`config.mk`:
```
export PLATFORM = sky130hd
export DESIGN_NAME = int128_mul_div_unit_top
export DESIGN_NICKNAME = d
export VERILOG_FILES = /design/src/imdu_pkg.sv /design/src/int128_mul_div_unit_top.sv /design/src/imdu_datapath.sv /design/src/imdu_ctrl.sv
export SDC_FILE = /design/constraint.sdc
export NUM_CORES = 2
export LEC_CHECK = 0
export BUFFER_PORTS_ARGS = -buffer_cell sky130_fd_sc_hd__buf_2
export CAP_MARGIN = 20
export CORE_MARGIN = 2
export CORE_UTILIZATION = 55
export DETAILED_ROUTE_END_ITERATION = 8
export GPL_ROUTABILITY_DRIVEN = 1
export HOLD_SLACK_MARGIN = 0.15
export MAX_ROUTING_LAYER = met4
export PLACE_DENSITY = 0.82
export REMOVE_ABC_BUFFERS = 1
export SYNTH_ARGS = -nofsm -noshare
export SYNTH_HDL_FRONTEND = slang
export SYNTH_HIERARCHICAL = 1
export SYNTH_SLANG_ARGS = --single-unit
```
`constraint.sdc`:
```
create_clock -name clk -period 12.9 [get_ports clk]
set_input_delay 0 -clock clk [delete_from_list [all_inputs] [get_ports clk]]
set_output_delay 0 -clock clk [all_outputs]
set_load 0.02 [all_outputs]
```
`src/imdu_pkg.sv`:
```
// Shared types and constants for the 128-bit multiply/divide unit.
package imdu_pkg;

  // Operand and result width, and the width of the bit-position counter.
  localparam int W     = 128;
  localparam int HALF  = W / 2;
  localparam int CNT_W = $clog2(W);

  // Operation codes carried in the mode field.
  localparam logic [2:0] MODE_UDIV = 3'd0;
  localparam logic [2:0] MODE_UMOD = 3'd1;
  localparam logic [2:0] MODE_SDIV = 3'd2;
  localparam logic [2:0] MODE_SMOD = 3'd3;
  localparam logic [2:0] MODE_MUL  = 3'd4;

  // Which register the final pass sends to the result.
  typedef enum logic [1:0] {
    RES_ZERO = 2'd0,
    RES_QUO  = 2'd1,
    RES_ACC  = 2'd2
  } res_sel_t;

  // Per-cycle commands from the sequencer to the datapath.
  typedef struct packed {
    logic     load;
    logic     neg_a;
    logic     neg_b;
    logic     step;
    logic     is_mul;
    logic     fin;
    res_sel_t res_sel;
    logic     res_neg;
  } dp_ctrl_t;

endpackage

```
`src/int128_mul_div_unit_top.sv`:
```
// Top level of the 128-bit multiply/divide unit.
//
//   Channel | Handshake           | Payload
//   --------+---------------------+------------------------------------------
//   input   | in_valid, in_stall  | mode, first_hi, first_lo, second_hi,
//           |                     | second_lo
//   output  | out_valid, out_stall| result_hi, result_lo, zero_divisor
//
// One item at a time. Unsigned and multiply items go from the transfer to the
// loop state, one bit position per cycle through the shared 128-bit adder,
// then to the result state. Signed items first pass S_NEGA and S_NEGB to form
// operand magnitudes; the final sign fix shares the result cycle. Zero
// divisors and unused modes go straight from the transfer to the result state.
// Reset is synchronous on rst and clears the sequencer and output valid.
// A stalled result holds in the output register; the next item is accepted
// meanwhile and waits in its result cycle until the register frees.
module int128_mul_div_unit_top import imdu_pkg::*; (
  input  logic            clk,
  input  logic            rst,
  input  logic            in_valid,
  output logic            in_stall,
  input  logic [2:0]      mode,
  input  logic [HALF-1:0] first_hi,
  input  logic [HALF-1:0] first_lo,
  input  logic [HALF-1:0] second_hi,
  input  logic [HALF-1:0] second_lo,
  output logic            out_valid,
  input  logic            out_stall,
  output logic [HALF-1:0] result_hi,
  output logic [HALF-1:0] result_lo,
  output logic            zero_divisor
);

  dp_ctrl_t ctrl;
  logic     second_zero;

  assign second_zero = (second_hi == '0) && (second_lo == '0);

  // Sequencer.
  imdu_ctrl u_ctrl (
    .clk          (clk),
    .rst          (rst),
    .in_valid     (in_valid),
    .in_stall     (in_stall),
    .mode         (mode),
    .first_sign   (first_hi[HALF-1]),
    .second_sign  (second_hi[HALF-1]),
    .second_zero  (second_zero),
    .out_valid    (out_valid),
    .out_stall    (out_stall),
    .zero_divisor (zero_divisor),
    .ctrl         (ctrl)
  );

  // Shared arithmetic datapath.
  imdu_datapath u_datapath (
    .clk       (clk),
    .ctrl      (ctrl),
    .first_hi  (first_hi),
    .first_lo  (first_lo),
    .second_hi (second_hi),
    .second_lo (second_lo),
    .result_hi (result_hi),
    .result_lo (result_lo)
  );

endmodule

```
`src/imdu_datapath.sv`:
```
// Datapath: operand registers around one shared 128-bit add/subtract unit.
module imdu_datapath import imdu_pkg::*; (
  input  logic            clk,
  input  dp_ctrl_t        ctrl,
  input  logic [HALF-1:0] first_hi,
  input  logic [HALF-1:0] first_lo,
  input  logic [HALF-1:0] second_hi,
  input  logic [HALF-1:0] second_lo,
  output logic [HALF-1:0] result_hi,
  output logic [HALF-1:0] result_lo
);

  // acc: partial remainder or product; quo: dividend/quotient or multiplier;
  // dvs: divisor or multiplicand.
  logic [W-1:0] acc;
  logic [W-1:0] quo;
  logic [W-1:0] dvs;
  logic [W-1:0] acc_sh;
  logic [W-1:0] opa;
  logic [W-1:0] opb;
  logic         sub;
  logic [W:0]   sum;
  logic         take;

  // Remainder shifts left taking the next dividend bit; product just doubles.
  assign acc_sh = {acc[W-2:0], ctrl.is_mul ? 1'b0 : quo[W-1]};

  // Operand selection for the shared adder.
  always_comb begin
    opa = acc_sh;
    opb = dvs;
    sub = 1'b0;
    if (ctrl.neg_a) begin
      opa = '0;
      opb = quo;
      sub = 1'b1;
    end else if (ctrl.neg_b) begin
      opa = '0;
      opb = dvs;
      sub = 1'b1;
    end else if (ctrl.step) begin
      opa = acc_sh;
      opb = (ctrl.is_mul && !quo[W-1]) ? '0 : dvs;
      sub = !ctrl.is_mul;
    end else if (ctrl.fin) begin
      opa = '0;
      case (ctrl.res_sel)
        RES_QUO: opb = quo;
        RES_ACC: opb = acc;
        default: opb = '0;
      endcase
      sub = ctrl.res_neg;
    end
  end

  // The shared unit: a + b, or a - b as a + ~b + 1 with carry meaning no borrow.
  assign sum = {1'b0, opa} + {1'b0, sub ? ~opb : opb} + {{W{1'b0}}, sub};

  // Subtract when the shifted remainder overflowed or is not below the divisor.
  assign take = acc[W-1] | sum[W];

  // Working registers.
  always_ff @(posedge clk) begin
    if (ctrl.load) begin
      acc <= '0;
      quo <= {first_hi, first_lo};
      dvs <= {second_hi, second_lo};
    end else if (ctrl.neg_a) begin
      quo <= sum[W-1:0];
    end else if (ctrl.neg_b) begin
      dvs <= sum[W-1:0];
    end else if (ctrl.step) begin
      if (ctrl.is_mul) begin
        acc <= sum[W-1:0];
        quo <= {quo[W-2:0], 1'b0};
      end else begin
        acc <= take ? sum[W-1:0] : acc_sh;
        quo <= {quo[W-2:0], take};
      end
    end
  end

  // Output register, loaded on the final pass.
  always_ff @(posedge clk) begin
    if (ctrl.fin) begin
      result_hi <= sum[W-1:HALF];
      result_lo <= sum[HALF-1:0];
    end
  end

endmodule

```
`src/imdu_ctrl.sv`:
```
// Sequencer: steps the datapath through sign fixup, bit loop and result.
module imdu_ctrl import imdu_pkg::*; (
  input  logic     clk,
  input  logic     rst,
  input  logic     in_valid,
  output logic     in_stall,
  input  logic [2:0] mode,
  input  logic     first_sign,
  input  logic     second_sign,
  input  logic     second_zero,
  output logic     out_valid,
  input  logic     out_stall,
  output logic     zero_divisor,
  output dp_ctrl_t ctrl
);

  typedef enum logic [4:0] {
    S_IDLE = 5'b00001,
    S_NEGA = 5'b00010,
    S_NEGB = 5'b00100,
    S_LOOP = 5'b01000,
    S_FIN  = 5'b10000
  } state_t;

  state_t     state;
  state_t     state_next;
  logic [CNT_W-1:0] cnt;
  logic [2:0] mode_q;
  logic       sa;
  logic       sb;
  logic       zdiv;
  res_sel_t   res_sel;
  res_sel_t   res_sel_in;
  logic       accept;
  logic       out_free;
  logic       div_zero;
  logic       bad_mode;

  assign accept   = in_valid && !in_stall;
  assign in_stall = (state != S_IDLE);
  assign out_free = !out_valid || !out_stall;
  assign div_zero = second_zero && (mode <= MODE_SMOD);
  assign bad_mode = (mode > MODE_MUL);

  // Pick the result source for the incoming item.
  always_comb begin
    if (div_zero || bad_mode) begin
      res_sel_in = RES_ZERO;
    end else begin
      case (mode) inside
        MODE_UDIV, MODE_SDIV: res_sel_in = RES_QUO;
        default:              res_sel_in = RES_ACC;
      endcase
    end
  end

  // Next-state logic.
  always_comb begin
    state_next = state;
    unique case (state)
      S_IDLE: begin
        if (accept) begin
          if (div_zero || bad_mode) begin
            state_next = S_FIN;
          end else if (mode == MODE_SDIV || mode == MODE_SMOD) begin
            state_next = S_NEGA;
          end else begin
            state_next = S_LOOP;
          end
        end
      end
      S_NEGA: state_next = S_NEGB;
      S_NEGB: state_next = S_LOOP;
      S_LOOP: begin
        if (cnt == CNT_W'(W - 1)) begin
          state_next = S_FIN;
        end
      end
      S_FIN: begin
        if (out_free) begin
          state_next = S_IDLE;
        end
      end
      default: state_next = S_IDLE;
    endcase
  end

  // Datapath commands.
  always_comb begin
    ctrl.load    = accept;
    ctrl.neg_a   = (state == S_NEGA) && sa;
    ctrl.neg_b   = (state == S_NEGB) && sb;
    ctrl.step    = (state == S_LOOP);
    ctrl.is_mul  = (mode_q == MODE_MUL);
    ctrl.fin     = (state == S_FIN) && out_free;
    ctrl.res_sel = res_sel;
    ctrl.res_neg = ((mode_q == MODE_SDIV) && (sa != sb)) || ((mode_q == MODE_SMOD) && sa);
  end

  // Control registers.
  always_ff @(posedge clk) begin
    if (rst) begin
      state     <= S_IDLE;
      cnt       <= '0;
      out_valid <= 1'b0;
    end else begin
      state <= state_next;
      if (state == S_LOOP) begin
        cnt <= cnt + CNT_W'(1);
      end else begin
        cnt <= '0;
      end
      if (ctrl.fin) begin
        out_valid <= 1'b1;
      end else if (!out_stall) begin
        out_valid <= 1'b0;
      end
    end
  end

  // Item attributes captured with the transfer.
  always_ff @(posedge clk) begin
    if (accept) begin
      mode_q  <= mode;
      sa      <= first_sign;
      sb      <= second_sign;
      zdiv    <= div_zero;
      res_sel <= res_sel_in;
    end
    if (ctrl.fin) begin
      zero_divisor <= zdiv;
    end
  end

endmodule

```
==> out/results.ini <==
[global_route]
grt_pass1_vias = 38600
use_met3 = 0.0760
grt_first_pass_wirelength_um = 230000
grtUsageMet2 = 0.627
grt-ovfl-total = 0
antenna_found_initial = 7
grt_use_met1 = 0.541
busiest_layer = met2
grt_max_degree = 218
groute.usage.overall = 0.410

[yosys]
syn_area_um2 = 38800
synth_common_cells = nand2_1, o21ai_0, a21oi_1
synth.distinct_cells = 105
synth-edff-count = 393
ys_warn_count = 6
netlist_instances = 4570
async_reset_ff_frac = 0
yosysMostFrequentCell = nand2_1
synth_area_leaders = edfxtp_1, dfxtp_1, nand2_1, o21ai_0, a21oi_1
yosysTopAreaCell = edfxtp_1
syn_area_per_cell_um2 = 8.49
synth.top_cell.area_share = 0.304
synth-seq-cells = 534
synth_seq_area_share = 0.377
ys.flop_type = edfxtp_1

[worst_setup_path]
r2r-end = u_datapath/acc[93]$_SDFFE_PP0P_
cp_num_cells = 22
end_kind = flop
critPathMaxStageDelay_ns = 0.93
crit_chain = nor3_4 > nand3b_1 > nor2_4 > buf_12 > or2_4 > a221o_4 > buf_12 > xnor2_1 > ha_1 > nand2_1 > or3_1 > a32o_1 > o31ai_4 > nand4_1 > a31oi_2 > a31oi_4 > o211ai_1 > nor2_4 > buf_4 > nor2_2 > a221oi_1 > a311oi_1
critPathMaxFanout = 104
crit_family = simple AND/OR/NAND/NOR gates
cp_slowest_cell = nor2_2
cp-start-kind = flop
reg2regPathDepth = 22
crit_type = flop to flop
worstSetupStartpoint = u_ctrl/state[2]$_SDFFE_PP0P_
r2r-start = u_ctrl/state[2]$_SDFFE_PP0P_
crit_arrival_ns = 9.54
cp_data_required_time_ns = 13.45
crit_buf_inv = 3
r2r_slack_ns = 3.91

[final_layout]
instances_no_fill = 5960
fin_nets = 5355
syn_to_final_growth_pct = 17.8
fin_util = 0.654
layout-drive-gt1-share = 0.132

[drt]
ant_nets = 0
drc = 0
vias = 40600
avgRoutedWirePerCell_um = 25.4
drt_wl_total_um = 151000
routed_via_density = 6.81
drt_iter0_drc = 6560
first_pass_iters = 7

[clocking]
cts_resized = 0
clkTransAtPathRegs_ns = 0.07
cts_buffers = 58
cts.path.max_buffers = 3
htreeDepth = 2
worstSkewPairLatency_ns = 0.66
cts_tree = done
post_cts_buffers = 0
cts_sinks = 534
root_buffer = clkbuf_16
cts_hold_buf = 276

[placed_design]
place_congestion = 1.01
port_buffers = 393
dp_hpwl_um = 97600
dp_cells = 5562
dp_slack_ns = 4.13

[power]
power.density_nw_per_um2 = 225
power_uw = 10300
ir_drop_mv = 0.430
p_leak_uw = 0.0175

[sta]
drv_slew = 0
period_share = 0.697
relSlewSlack = 0.188
period_needed_ns = 8.99
final_hold_viol_count = 0
skew_ns = 0.0360
finalSetupViolCount = 0
rsz0062_at_grt = no
fin_ws_ns = 3.91
fin_tns_setup_ns = 0
worst_pin_slew_ns = 1.21
fmax_mhz = 111

[floorplan]
die_y_um = 270
ios = 394
num_rows = 97
die_x_um = 270
die-area_um2 = 72700
start_util = 0.555
core_area_um2 = 69900

[min_path]
hold_end = u_datapath/quo[106]$_DFFE_PP_
hold_start = first_hi[42]
hold_path_depth = 4
hp-class = input pin to flop

[run]
max_cap_violations = 0

[status]
status = complete, no violations

[state kept, by name, indices dropped and copies added (netlist names), 2 cells and up]
register              cells
u_datapath/dvs          128
u_ctrl/mode_q             3
u_datapath/result_lo     64
u_ctrl/res_sel            2
u_datapath/quo          128
u_ctrl/cnt                7
u_datapath/acc          128
u_datapath/result_hi     64
u_ctrl/state              5
[cells in the final DEF, fill, tap and decap left out, types with 140 or more instances in the layout]
cell type / n
a21oi_1: 440
dlygate4sd3_1: 276
edfxtp_1: 393
o21ai_0: 448
and3_1: 148
dfxtp_1: 141
xnor2_1: 210
nand2_1: 628
buf_2: 393
nor2_1: 236
nand2b_1: 140
[routing by layer]
metal	vias up	part of all wire	wire, µm
li1	17700	-	-
met1	19200	0.39	59800
met2	3071	0.44	67200
met3	548	0.12	17500
met4	0	0.045	6850
met5	-	0	0
[per-stage QoR]
stage | hold WS [ns] | cell area (µm²)
global placement | 0.268 | 41000
detailed placement | 0.268 | 41000
global route | 0.199 | 45700
floorplan | 0.0646 | 37300
CTS | 0.151 | 45600
finish | 0.178 | 45700
[tightest hold or removal path, delay by kind of cell]
kind / cells / cell delay, ns
compound gates: 1 / 0.06
buf+inv: 2 / 0.61
simple gates: 1 / 0.04
[kinds of logic (layout without fill, tap and decap cells)]
family | Yosys count | after routing | share of synthesized area
compound gates | 1534 | 1534 | 0.250
buf+inv | 483 | 924 | 0.0483
flops | 534 | 534 | 0.377
xor+xnor | 256 | 256 | 0.0584
fa+ha+maj | 131 | 131 | 0.0424
other cells | 0 | 9 | 0
mux | 151 | 151 | 0.0408
simple gates | 1481 | 1481 | 0.183
[power breakdown]
part           internal, µW  total [µW]  switching [µW]
logic                  1760        5460            3700
clock network           951        1720             766
registers              2700        3090             383
[final cells by class]
type                       instances  area [µm²]
antenna                            9        22.5
clock buffer                      79        1640
clock inverter                    31         262
fill                            5569       24200
inverter                          99         382
multi-input combinational       3553       22400
sequential                       534       14600
tap                              940        1180
timing repair buffer             715        5180
[how the worst max path moves through the flow]
stage | to | slack, ns
floorplan | u_datapath/acc[93]$_SDFFE_PP0P_ | -20.19
global placement | u_datapath/acc[93]$_SDFFE_PP0P_ | 4.31
detailed placement | u_datapath/acc[93]$_SDFFE_PP0P_ | 4.13
CTS | u_datapath/acc[93]$_SDFFE_PP0P_ | 4.03
global route | u_datapath/acc[93]$_SDFFE_PP0P_ | 3.54
finish | u_datapath/acc[93]$_SDFFE_PP0P_ | 3.91
Note: power is estimated with default switching activity, not from simulation.
